$ cat src/design/srctok_pkg.sv
// Package: token kinds, scan modes and result record for the source tokenizer.
`timescale 1ns / 1ps
package srctok_pkg;

    localparam int KEYWORD_MAX = 8;

    localparam logic [4:0] K_EOF           = 5'd0;
    localparam logic [4:0] K_ERROR         = 5'd1;
    localparam logic [4:0] K_IDENT         = 5'd2;
    localparam logic [4:0] K_NUMBER        = 5'd3;
    localparam logic [4:0] K_STRING        = 5'd4;
    localparam logic [4:0] K_LET           = 5'd5;
    localparam logic [4:0] K_FUNCTION      = 5'd6;
    localparam logic [4:0] K_IF            = 5'd7;
    localparam logic [4:0] K_ELSE          = 5'd8;
    localparam logic [4:0] K_WHILE         = 5'd9;
    localparam logic [4:0] K_RETURN        = 5'd10;
    localparam logic [4:0] K_PLUS          = 5'd11;
    localparam logic [4:0] K_MINUS         = 5'd12;
    localparam logic [4:0] K_STAR          = 5'd13;
    localparam logic [4:0] K_SLASH         = 5'd14;
    localparam logic [4:0] K_EQUAL         = 5'd15;
    localparam logic [4:0] K_BANG          = 5'd17;
    localparam logic [4:0] K_LESS          = 5'd19;
    localparam logic [4:0] K_GREATER       = 5'd21;
    localparam logic [4:0] K_LPAREN        = 5'd23;
    localparam logic [4:0] K_RPAREN        = 5'd24;
    localparam logic [4:0] K_LBRACE        = 5'd25;
    localparam logic [4:0] K_RBRACE        = 5'd26;
    localparam logic [4:0] K_COMMA         = 5'd27;
    localparam logic [4:0] K_SEMICOLON     = 5'd28;

    localparam logic [1:0] C_NONE          = 2'd0;
    localparam logic [1:0] C_UNEXPECTED    = 2'd1;
    localparam logic [1:0] C_UNTERMINATED  = 2'd2;

    localparam logic [3:0] M_IDLE     = 4'd0;
    localparam logic [3:0] M_IDENT    = 4'd1;
    localparam logic [3:0] M_NUMBER   = 4'd2;
    localparam logic [3:0] M_NUMDOT   = 4'd3;
    localparam logic [3:0] M_FRACTION = 4'd4;
    localparam logic [3:0] M_STRING   = 4'd5;
    localparam logic [3:0] M_SLASH    = 4'd6;
    localparam logic [3:0] M_COMMENT  = 4'd7;
    localparam logic [3:0] M_BANG     = 4'd8;
    localparam logic [3:0] M_EQUAL    = 4'd9;
    localparam logic [3:0] M_LESS     = 4'd10;
    localparam logic [3:0] M_GREATER  = 4'd11;

    typedef struct packed {
        logic        last;
        logic [15:0] length;
        logic [15:0] column;
        logic [15:0] line;
        logic [1:0]  cause;
        logic [4:0]  kind;
    } t_tok;

    // first eight identifier bytes, byte 0 in the low bits
    function automatic logic [4:0] keyword_kind(input logic [63:0] p, input logic [3:0] len);
        logic [4:0] k;
        k = K_IDENT;
        if (len == 4'd3 && p[23:0] == "tel") k = K_LET;
        if (len == 4'd8 && p[63:0] == "noitcnuf") k = K_FUNCTION;
        if (len == 4'd2 && p[15:0] == "fi") k = K_IF;
        if (len == 4'd4 && p[31:0] == "esle") k = K_ELSE;
        if (len == 4'd5 && p[39:0] == "elihw") k = K_WHILE;
        if (len == 4'd6 && p[47:0] == "nruter") k = K_RETURN;
        return k;
    endfunction

endpackage

$ cat src/design/source_tokenizer_unit.sv
// Top level: streaming tokenizer, one source byte per transaction in, tokens out.
//
// Input channel: one transaction per source byte (tuser = 1 or byte 0 means
// end of input). Output channel: one transaction per token; tlast marks the
// final token caused by one input transaction.
// Each input byte is scanned in the cycle it is accepted; the tokens it
// completes (up to three) are written into an 8-entry output queue in that
// same cycle. Sustained rate is one byte per cycle while the queue has room;
// the queue drains one token a cycle while the receiver is ready, so a byte
// that completes two or three tokens holds off input only when the queue
// fills. Input ready is high while the queue has room for three tokens.
// Reset clears the queue and returns the scanner to line 1, column 1.
// When the receiver stalls, the head token is held and the queue fills;
// input is then held off until space frees.
// End of input flushes any pending token (an unterminated error for an open
// string), emits EOF, and scanning resumes as a continuation, line and column kept.
`timescale 1ns / 1ps
module source_tokenizer_unit #(
    parameter int COUNT_WIDTH = 16
) (
    input  logic        i_clk,
    input  logic        i_rst_n,
    input  logic        i_s_tvalid,
    output logic        o_s_tready,
    input  logic [7:0]  i_s_tdata,   // char_code[7:0]
    input  logic        i_s_tuser,   // kind
    output logic        o_m_tvalid,
    input  logic        i_m_tready,
    output logic [55:0] o_m_tdata,   // token_kind[4:0], error_cause[6:5], start_line[22:7],
                                     // start_column[38:23], token_length[54:39], zero[55]
    output logic        o_m_tlast    // last
);
    import srctok_pkg::*;

    localparam int CW = COUNT_WIDTH;
    localparam logic [CW-1:0] CMAX = {CW{1'b1}};
    localparam logic [CW-1:0] ONE = CW'(1);
    localparam int KW = $clog2(KEYWORD_MAX);
    localparam int QD = 8;
    localparam int QA = 3;

    function automatic logic [CW-1:0] sat_inc(input logic [CW-1:0] v);
        return (v != CMAX) ? v + ONE : v;
    endfunction

    function automatic logic [15:0] to16(input logic [CW-1:0] v);
        logic [31:0] t;
        t = 32'(v);
        return t[15:0];
    endfunction

    function automatic t_tok mk(input logic [4:0] k, input logic [1:0] c,
                                input logic [CW-1:0] l, input logic [CW-1:0] col,
                                input logic [CW-1:0] len);
        t_tok t;
        t.kind = k;
        t.cause = c;
        t.line = to16(l);
        t.column = to16(col);
        t.length = to16(len);
        t.last = 1'b0;
        return t;
    endfunction

    logic [3:0]    r_mode, n_mode;
    logic [CW-1:0] r_cur_line, n_cur_line, r_cur_col, n_cur_col;
    logic [CW-1:0] r_tok_line, n_tok_line, r_tok_col, n_tok_col, r_tok_len, n_tok_len;
    logic [7:0]    r_pre [KEYWORD_MAX];
    logic [7:0]    n_pre [KEYWORD_MAX];

    t_tok          r_q [QD];
    logic [QA-1:0] r_wr, r_rd;
    logic [QA:0]   r_count;

    t_tok          e [3];
    logic [1:0]    ne;
    logic          acc, pop;

    assign acc = i_s_tvalid && o_s_tready;
    assign pop = o_m_tvalid && i_m_tready;
    assign o_s_tready = r_count <= (QA+1)'(QD - 3);
    assign o_m_tvalid = r_count != '0;
    assign o_m_tdata = {1'b0, r_q[r_rd].length, r_q[r_rd].column, r_q[r_rd].line,
                        r_q[r_rd].cause, r_q[r_rd].kind};
    assign o_m_tlast = r_q[r_rd].last;

    always_comb begin
        logic [7:0]    c;
        logic          fin, used, alpha, digit;
        logic [4:0]    single, opk;
        logic [63:0]   pv;
        logic [31:0]   lw;
        c = i_s_tdata;
        fin = i_s_tuser || (c == 8'd0);
        alpha = (c >= "a" && c <= "z") || (c >= "A" && c <= "Z") || c == "_";
        digit = c >= "0" && c <= "9";
        used = 1'b0;
        single = K_EOF;
        opk = K_BANG;
        pv = '0;
        lw = 32'(r_tok_len);
        n_mode = r_mode;
        n_cur_line = r_cur_line;
        n_cur_col = r_cur_col;
        n_tok_line = r_tok_line;
        n_tok_col = r_tok_col;
        n_tok_len = r_tok_len;
        n_pre = r_pre;
        ne = 2'd0;
        for (int i = 0; i < 3; i++) e[i] = mk(K_EOF, C_NONE, '0, '0, '0);
        for (int i = 0; i < 8; i++) pv[i*8 +: 8] = r_pre[i];

        case (r_mode)
            M_IDLE: begin
            end
            M_IDENT: begin
                if (!fin && (alpha || digit)) begin
                    if (lw < 32'(KEYWORD_MAX)) n_pre[r_tok_len[KW-1:0]] = c;
                    n_tok_len = sat_inc(r_tok_len);
                    n_cur_col = sat_inc(r_cur_col);
                    used = 1'b1;
                end else begin
                    e[ne] = mk((lw > 32'(KEYWORD_MAX)) ? K_IDENT : keyword_kind(pv, lw[3:0]),
                               C_NONE, r_tok_line, r_tok_col, r_tok_len);
                    ne = ne + 2'd1;
                    n_mode = M_IDLE;
                end
            end
            M_NUMBER, M_FRACTION: begin
                if (!fin && digit) begin
                    n_tok_len = sat_inc(r_tok_len);
                    n_cur_col = sat_inc(r_cur_col);
                    used = 1'b1;
                end else if (!fin && c == "." && r_mode == M_NUMBER) begin
                    n_cur_col = sat_inc(r_cur_col);
                    n_mode = M_NUMDOT;
                    used = 1'b1;
                end else begin
                    e[ne] = mk(K_NUMBER, C_NONE, r_tok_line, r_tok_col, r_tok_len);
                    ne = ne + 2'd1;
                    n_mode = M_IDLE;
                end
            end
            M_NUMDOT: begin
                if (!fin && digit) begin
                    n_tok_len = sat_inc(sat_inc(r_tok_len));
                    n_cur_col = sat_inc(r_cur_col);
                    n_mode = M_FRACTION;
                    used = 1'b1;
                end else begin
                    e[ne] = mk(K_NUMBER, C_NONE, r_tok_line, r_tok_col, r_tok_len);
                    ne = ne + 2'd1;
                    e[ne] = mk(K_ERROR, C_UNEXPECTED, r_cur_line, r_cur_col, '0);
                    ne = ne + 2'd1;
                    n_mode = M_IDLE;
                end
            end
            M_STRING: begin
                if (fin) begin
                    e[ne] = mk(K_ERROR, C_UNTERMINATED, r_cur_line, r_cur_col, '0);
                    ne = ne + 2'd1;
                    n_mode = M_IDLE;
                end else begin
                    n_tok_len = sat_inc(r_tok_len);
                    if (c == 8'h0A) begin
                        n_cur_line = sat_inc(r_cur_line);
                        n_cur_col = ONE;
                    end else begin
                        n_cur_col = sat_inc(r_cur_col);
                    end
                    if (c == "\"") begin
                        e[ne] = mk(K_STRING, C_NONE, r_tok_line, r_tok_col, n_tok_len);
                        ne = ne + 2'd1;
                        n_mode = M_IDLE;
                    end
                    used = 1'b1;
                end
            end
            M_SLASH: begin
                if (!fin && c == "/") begin
                    n_cur_col = sat_inc(r_cur_col);
                    n_mode = M_COMMENT;
                    used = 1'b1;
                end else begin
                    e[ne] = mk(K_SLASH, C_NONE, r_tok_line, r_tok_col, ONE);
                    ne = ne + 2'd1;
                    n_mode = M_IDLE;
                end
            end
            M_COMMENT: begin
                if (fin || c == 8'h0A) begin
                    n_mode = M_IDLE;
                end else begin
                    n_cur_col = sat_inc(r_cur_col);
                    used = 1'b1;
                end
            end
            M_BANG, M_EQUAL, M_LESS, M_GREATER: begin
                case (r_mode)
                    M_BANG:  opk = K_BANG;
                    M_EQUAL: opk = K_EQUAL;
                    M_LESS:  opk = K_LESS;
                    default: opk = K_GREATER;
                endcase
                if (!fin && c == "=") begin
                    n_cur_col = sat_inc(r_cur_col);
                    e[ne] = mk(opk + 5'd1, C_NONE, r_tok_line, r_tok_col, CW'(2));
                    used = 1'b1;
                end else begin
                    e[ne] = mk(opk, C_NONE, r_tok_line, r_tok_col, ONE);
                end
                ne = ne + 2'd1;
                n_mode = M_IDLE;
            end
            default: n_mode = M_IDLE;
        endcase

        if (!used) begin
            if (fin) begin
                e[ne] = mk(K_EOF, C_NONE, n_cur_line, n_cur_col, '0);
                ne = ne + 2'd1;
                n_mode = M_IDLE;
            end else if (c == " " || c == 8'h0D || c == 8'h09) begin
                n_cur_col = sat_inc(n_cur_col);
            end else if (c == 8'h0A) begin
                n_cur_line = sat_inc(n_cur_line);
                n_cur_col = ONE;
            end else begin
                case (c)
                    "+": single = K_PLUS;
                    "-": single = K_MINUS;
                    "*": single = K_STAR;
                    "(": single = K_LPAREN;
                    ")": single = K_RPAREN;
                    "{": single = K_LBRACE;
                    "}": single = K_RBRACE;
                    ",": single = K_COMMA;
                    ";": single = K_SEMICOLON;
                    default: single = K_EOF;
                endcase
                if (c == "\"" || c == "/" || c == "!" || c == "=" || c == "<" || c == ">"
                        || single != K_EOF || alpha || digit) begin
                    n_tok_line = n_cur_line;
                    n_tok_col = n_cur_col;
                    n_tok_len = ONE;
                    n_cur_col = sat_inc(n_cur_col);
                    case (c)
                        "\"":    n_mode = M_STRING;
                        "/":     n_mode = M_SLASH;
                        "!":     n_mode = M_BANG;
                        "=":     n_mode = M_EQUAL;
                        "<":     n_mode = M_LESS;
                        ">":     n_mode = M_GREATER;
                        default: n_mode = alpha ? M_IDENT : (digit ? M_NUMBER : M_IDLE);
                    endcase
                    if (alpha) n_pre[0] = c;
                    if (single != K_EOF) begin
                        e[ne] = mk(single, C_NONE, n_tok_line, n_tok_col, ONE);
                        ne = ne + 2'd1;
                    end
                end else begin
                    n_cur_col = sat_inc(n_cur_col);
                    e[ne] = mk(K_ERROR, C_UNEXPECTED, n_cur_line, n_cur_col, '0);
                    ne = ne + 2'd1;
                end
            end
        end
        if (ne != 2'd0) e[ne - 2'd1].last = 1'b1;
    end

    always_ff @(posedge i_clk) begin
        if (!i_rst_n) begin
            r_mode <= M_IDLE;
            r_cur_line <= ONE;
            r_cur_col <= ONE;
            r_tok_line <= ONE;
            r_tok_col <= ONE;
            r_tok_len <= '0;
            for (int i = 0; i < KEYWORD_MAX; i++) r_pre[i] <= '0;
            r_wr <= '0;
            r_rd <= '0;
            r_count <= '0;
        end else begin
            if (acc) begin
                r_mode <= n_mode;
                r_cur_line <= n_cur_line;
                r_cur_col <= n_cur_col;
                r_tok_line <= n_tok_line;
                r_tok_col <= n_tok_col;
                r_tok_len <= n_tok_len;
                r_pre <= n_pre;
                r_wr <= r_wr + QA'(ne);
            end
            if (pop) r_rd <= r_rd + QA'(1);
            r_count <= r_count + (acc ? (QA+1)'(ne) : '0) - (pop ? (QA+1)'(1) : '0);
        end
    end

    always_ff @(posedge i_clk) begin
        if (acc) begin
            for (int i = 0; i < 3; i++) begin
                if (2'(i) < ne) r_q[r_wr + QA'(i)] <= e[i];
            end
        end
    end

`ifndef SYNTHESIS
    a_count_bound: assert property (@(posedge i_clk) disable iff (!i_rst_n)
        r_count <= (QA+1)'(QD))
        else $error("token queue overflow");
    a_reset_empty: assert property (@(posedge i_clk) !i_rst_n |=> r_count == '0)
        else $error("queue not empty after reset");
    a_ready_room: assert property (@(posedge i_clk) disable iff (!i_rst_n)
        o_s_tready |-> r_count <= (QA+1)'(QD - 3))
        else $error("ready without room for three tokens");
    a_line_nonzero: assert property (@(posedge i_clk) disable iff (!i_rst_n)
        r_cur_line != '0 && r_cur_col != '0)
        else $error("line or column reached zero");
    a_mode_legal: assert property (@(posedge i_clk) disable iff (!i_rst_n)
        r_mode <= M_GREATER)
        else $error("scan mode out of range");
`endif

endmodule
$ cat config.mk
export PLATFORM = sky130hd
export DESIGN_NAME = source_tokenizer_unit
export DESIGN_NICKNAME = d
export VERILOG_FILES = /design/src/design/srctok_pkg.sv /design/src/design/source_tokenizer_unit.sv
export SDC_FILE = /design/constraint.sdc
export NUM_CORES = 2
export LEC_CHECK = 0
export ABC_CLOCK_PERIOD_IN_PS = 13860
export BUFFER_PORTS_ARGS = -buffer_cell sky130_fd_sc_hd__buf_2
export CAP_MARGIN = 20
export CELL_PAD_IN_SITES_DETAIL_PLACEMENT = 0
export CELL_PAD_IN_SITES_GLOBAL_PLACEMENT = 1
export CORE_MARGIN = 1.5
export CORE_UTILIZATION = 35
export DETAILED_ROUTE_END_ITERATION = 16
export PLACE_DENSITY_LB_ADDON = 0.05
export SLEW_MARGIN = 40
export SYNTH_ARGS = -nofsm -noshare
export SYNTH_HDL_FRONTEND = slang
export SYNTH_SLANG_ARGS = --single-unit
$ cat constraint.sdc
create_clock -name i_clk -period 13.86 [get_ports i_clk]
set_clock_uncertainty 0.1 [all_clocks]
set_input_delay 1.386 -clock i_clk [delete_from_list [all_inputs] [get_ports i_clk]]
set_output_delay 1.386 -clock i_clk [all_outputs]
set_load 0.01 [all_outputs]
---- After elaboration in Yosys (flattened, before gate mapping) ----
Memories as Yosys holds them, arrays and structs flattened. A register that Yosys moved wholly into a read port is not among the register bits.
Index checks and enable logic that the tools add are counted.
W data, S select, Z words.
cells by class
  add/subtract/negate cells ............... 15
  order comparisons ....................... 18
  equality and inequality tests ........... 50
  mux-type cells .......................... 141
  bitwise operators ....................... 7
  reduce and logical (&&, ||, !) cells .... 45
operators with widths
  kind                     number
  $mux W168                7
  $bwmux W168              4
  $mux W16                 35
  $pmux W56 S6             1
  $mux W55                 5
  $demux W56 S2            2
  $mux W64                 3
  $mux W56                 3
  $eq A8 B6 Y1 const B     15
  $pmux W16 S7             1
  $mux W111                1
  $add A16 B1 Y16 const B  6
  $ne A16 B16 Y1 const B   6
  $bwmux W64               1
  $eq A64 B63 Y1 const B   1
  $pmux W16 S4             1
  $mux W8                  7
  $mux W5                  11
  $eq A48 B47 Y1 const B   1
  $pmux W5 S9              1
  $mux W41                 1
  $eq A40 B39 Y1 const B   1
  $mux W4                  10
  $mux W40                 1
  other kinds (54)         151
storage, ports and cells
  register bits ........................... 158
  RAM bits ................................ 448
  bits of input ports ..................... 13
  output and inout bits ................... 59
  word-level logic and storage cells ...... 294
  memories ................................ 1
memories
  memory  words  width  read ports  clocked after memory_dff  wr ports  RTL line                     text
  r_q     8      56     1           1                         3         source_tokenizer_unit.sv:71  t_tok r_q [QD];

---- Logic depth before layout (Yosys ltp) ----
  depth after elaboration ................. 26
  gate-level depth with buffers ........... 20
  mapped depth without buffers ............ 17

---- Worst setup path before layout ----
No wires, ideal clock.
  path type ............................... input to register
  start ................................... in i_s_tdata[6]
  end ..................................... mem r_q[0][0] (netlist bit) (enable)
  data arrival time ....................... 8.007 ns
  required time ........................... 13.207 ns
  path slack .............................. 5.201 ns
  stages .................................. 12
  buffers on the path ..................... 1
  cell sequence ........................... buf_2 or4b_4 or4_1 nand2_2 nand3_1 nor3_1 ha_1 mux2i_1 nor2_1 inv_1 a21o_1 o31ai_1
RTL lines
  item             RTL line                     text
  start, declared  source_tokenizer_unit.sv:25  input logic [7:0] i_s_tdata,
  end, declared    source_tokenizer_unit.sv:71

==> reports/qor_table.md <==
| Step | Parameter | Value |
|---|---|---|
| timing | Unrepaired setup endpoints after global routing | false |
| route | Violation count after the first detailed-route iteration | 4604 |
| floorplan | Top-level port count | 72 |
| clock network | Clock Sink Count | 609 |
| synth | Most frequently used cell type in the post-synthesis netlist | sky130_fd_sc_hd__nand2_1 |
| timing | Share of the clock period used by the worst path | 51.8% |
| route | Ratio of routed vias to standard cells | 6.55 |
| clock network | Post-CTS setup buffer count | 0 |
| timing | Final setup vio count | 0 |
| synth | Main flop type after synthesis | sky130_fd_sc_hd__edfxtp_1 |
| worst setup path | Startpoint type of the worst setup path | input pin |
| clock network | CTS-repair resized insts | 0 |
| timing | Slew Viols, Final | 0 |
| grt | Met3 Use GR | 7.57% |
| layout | Number of standard cells in the layout, taps in and fillers out | 5052 |
| clock network | Number of buffers inserted during clock tree synthesis | 74 |
| synth | Average instance area after synthesis | 10.0 um2 |
| timing | Post-Route Hold Slack | 0.329 ns |
| layout | Share of final-layout standard cells stronger than drive strength 1 | 17.0% |
| grt | Global routing met1 resource utilization | 42.8% |
| clock network | Number of levels in the clock H-tree | 3 |
| worst setup path | Critical Path Fanout Max | 30 |
| route | Routed WL | 168000 um |
| clock network | CTS tree | done |
| route | Routed Antenna Nets | 0 |
| clock network | Clock slew seen by the registers of the worst setup and hold paths | 0.06 ns |
| grt | Overflow left after global routing | 0 |
| route | Number of detailed-routing iterations run before antenna repair | 6 |
| power and ir drop | Max VDD drop | 0.0000939 V |
| route | Post-detailed-route DRC marker count | 0 |
| worst setup path | Critical Path End Type | register |
| floorplan | Height of the chip | 327 um |
| flow run | Max capacitance violation total | 0 |
| worst setup path | Critical path data required time | 14.13 ns |
| grt | Initial antenna violation count | 1 |
| synth | Number of warnings printed during yosys synthesis | 0 |
| worst setup path | Critical-path cell with the highest stage delay | sky130_fd_sc_hd__nor2_2 |
| floorplan | Total number of placement rows | 118 |
| placement | Gp weighted congestion | 0.924 |
| floorplan | Die Footprint | 107000 um2 |
| synth | Cell taking the most area after synthesis | sky130_fd_sc_hd__edfxtp_1 |
| grt | Wire length of the first global-routing pass | 237000 um |
| synth | Portion of synthesized cell area occupied by the leading cell type | 36.7% |
| grt | Total Routing Usage GR | 30.6% |
| synth | Ys async rst share | 0% |
| power and ir drop | Reported leakage power | 13.6 nW |
| synth | Number of nets in the synthesized netlist | 3706 |
| layout | Area Growth Syn to Fin | 12.3% |
| layout | Number of nets at the end of the flow | 3650 |
| clock network | Worst-case clock buffer depth | 3 |
| grt | Vias in the first global route | 31646 |
| grt | Busiest grt layer | met2 |
| synth | Cell count after synthesis | 3669 |
| power and ir drop | Power Total | 6.85 mW |
| route | Vias | 33113 |
| placement | Count of input and output buffers | 70 |
| clock network | Count of hold buffers inserted by post-cts repair | 0 |
| grt | Met2 track demand over resource in global routing | 46.0% |
| synth | Largest cells by area after synthesis | sky130_fd_sc_hd__edfxtp_1, sky130_fd_sc_hd__dfxtp_1, sky130_fd_sc_hd__mux4_2 |
| synth | Synthesized area | 36700 um2 |
| floorplan | Initial standard-cell utilization of the core | 35.3% |
| worst setup path | Data arrival time at the worst-slack endpoint | 7.45 ns |
| synth | Number of distinct library cell variants in the gate-level netlist after synthesis | 116 |
| worst setup path | Max stage delay on crit path | 0.72 ns |
| placement | Total instance count after detailed placement | 4912 |
| timing | Upper clock frequency limit | 0.139 GHz |
| timing | Min Clock Period, post-route | 7.18 ns |
| synth | Top cells by count, synth | sky130_fd_sc_hd__nand2_1, sky130_fd_sc_hd__edfxtp_1, sky130_fd_sc_hd__nor2_1, sky130_fd_sc_hd__clkbuf_1, sky130_fd_sc_hd__o221ai_1 |
| run status | Result of the run | completed |
| timing | Number of hold violations in the final report | 0 |
| layout | Antenna fix cells | 0 |
| timing | Setup_tns | 0 ns |
| floorplan | Core footprint | 104000 um2 |
| synth | Sequential share of the synthesized area | 45.5% |
| timing | Transition time at the pin with the least slew margin | 0.925 ns |
| route | Final routed wire length divided by cell count | 33.2 um |
| synth | Post-synth EDFFs | 448 |
| worst setup path | Category of the most critical setup path | input pin to register |
| hold path | Hold/Removal Path Class | register to register |
| floorplan | Width of the chip | 327 um |
| clock network | Buffer cell driving the clock tree root | sky130_fd_sc_hd__clkbuf_16 |
| worst setup path | Critical path cell sequence | buf_2 -> o21ai_0 -> nand3_1 -> o211ai_1 -> nand3_1 -> nor3_1 -> ha_1 -> buf_4 -> clkinv_1 -> nor2_2 -> a32oi_1 -> buf_4 -> and2_1 -> a22oi_1 -> o21ai_0 |
| timing | Max-Slew Margin vs Limit | 38.3% |
| grt | Pin count of the biggest net entering global routing | 66 |
| placement | Half-perimeter wire length after placement | 107000 um |
| power and ir drop | Cell Pwr Density | 166 nW/um2 |
| clock network | Source-to-sink clock delay at the later pin of the worst-skew pair | 0.67 ns |
| synth | Flop and latch count out of synthesis | 609 |
## final timing paths
path	start	to	slack, ns	cells after the start
min	r_pre[15]$_SDFFE_PN0P_	r_pre[15]$_SDFFE_PN0P_	0.33	2
max reg2reg	r_mode[0]$_SDFFE_PN0P_	r_q[4][30]$_DFFE_PP_	7.44	16
min reg2reg	r_pre[15]$_SDFFE_PN0P_	r_pre[15]$_SDFFE_PN0P_	0.33	2
max	i_s_tdata[2]	r_q[1][16]$_DFFE_PP_	6.68	15
## cell families (layout without fill, tap and decap cells)
family | count (synthesis) | in the layout | synth area share [%]
AOI/OAI and AO/OA | 980 | 980 | 19.6
other | 1 | 1 | 0.0102
buffers and inverters | 358 | 361 | 3.94
xor gates and xnor gates | 49 | 49 | 1.17
muxes | 235 | 235 | 10.4
DFF | 609 | 609 | 45.5
adders and majority gates | 24 | 24 | 0.860
and+or+nand+nor | 1413 | 1413 | 18.5
## stage by stage
step	cell area, um2	setup WS [ns]	util, %
final	41200	6.68	39.7
after global routing	41200	6.44	39.7
after CTS	41100	6.85	39.6
after detailed placement	38700	6.15	37.3
after global placement	38500	6.01	37.1
after floorplan	36700	5.20	-
## final cells by class
type                       instances  area (um2)
inverter                          36         135
fill                           10262       62600
clock inverter                    32         313
clock buffer                     103        2060
timing repair buffer             190        1280
sequential                       609       16700
multi-input combinational       2702       19000
tap                             1380        1730
## power breakdown
group	internal [mW]	switching, mW
Clock	1.11	0.842
Combinational	0.844	1.62
Sequential	2.28	0.153
## critical path, delay by kind of cell
kind	cells	cell delay [ns]
AOI/OAI and AO/OA	5	2.06
buffers and inverters	4	1.36
and+or+nand+nor	5	2.29
adders and majority gates	1	0.28
## placed cells by master, fill, tap and decap left out, types with 29 or more instances in the layout
cell type	n
sky130_fd_sc_hd__clkbuf_16	76
sky130_fd_sc_hd__buf_2	72
sky130_fd_sc_hd__dfxtp_1	158
sky130_fd_sc_hd__o221ai_1	213
sky130_fd_sc_hd__and2_1	47
sky130_fd_sc_hd__mux2i_1	63
sky130_fd_sc_hd__o22ai_1	46
sky130_fd_sc_hd__nand2b_1	30
sky130_fd_sc_hd__nor3_1	60
sky130_fd_sc_hd__o211ai_1	43
sky130_fd_sc_hd__nand2_1	510
sky130_fd_sc_hd__edfxtp_1	448
sky130_fd_sc_hd__a21oi_1	149
sky130_fd_sc_hd__buf_4	109
sky130_fd_sc_hd__o21ai_0	155
sky130_fd_sc_hd__mux4_2	112
sky130_fd_sc_hd__nor4_1	33
sky130_fd_sc_hd__nor2_1	361
sky130_fd_sc_hd__a221o_1	43
sky130_fd_sc_hd__mux2_2	59
sky130_fd_sc_hd__nand3_1	82
sky130_fd_sc_hd__a22oi_1	53
sky130_fd_sc_hd__nor2b_1	65
sky130_fd_sc_hd__inv_1	29
sky130_fd_sc_hd__and3_1	29
## layer usage
layer / share of wire, % / up-vias
met4: 3.6 / 0
met2: 44 / 2047
li1: - / 14052
met5: 0 / -
met1: 42 / 16686
met3: 10 / 328
## registers in the layout, summed over array words and instances (netlist names), named ones only
name and count:
r_q 448, r_cur_col 16, r_wr 3, r_tok_line 16, r_count 4, r_pre 64
r_mode 4, r_tok_len 16, r_rd 3, r_tok_col 16, r_cur_line 16
Note: power is estimated with default switching activity, not from simulation.
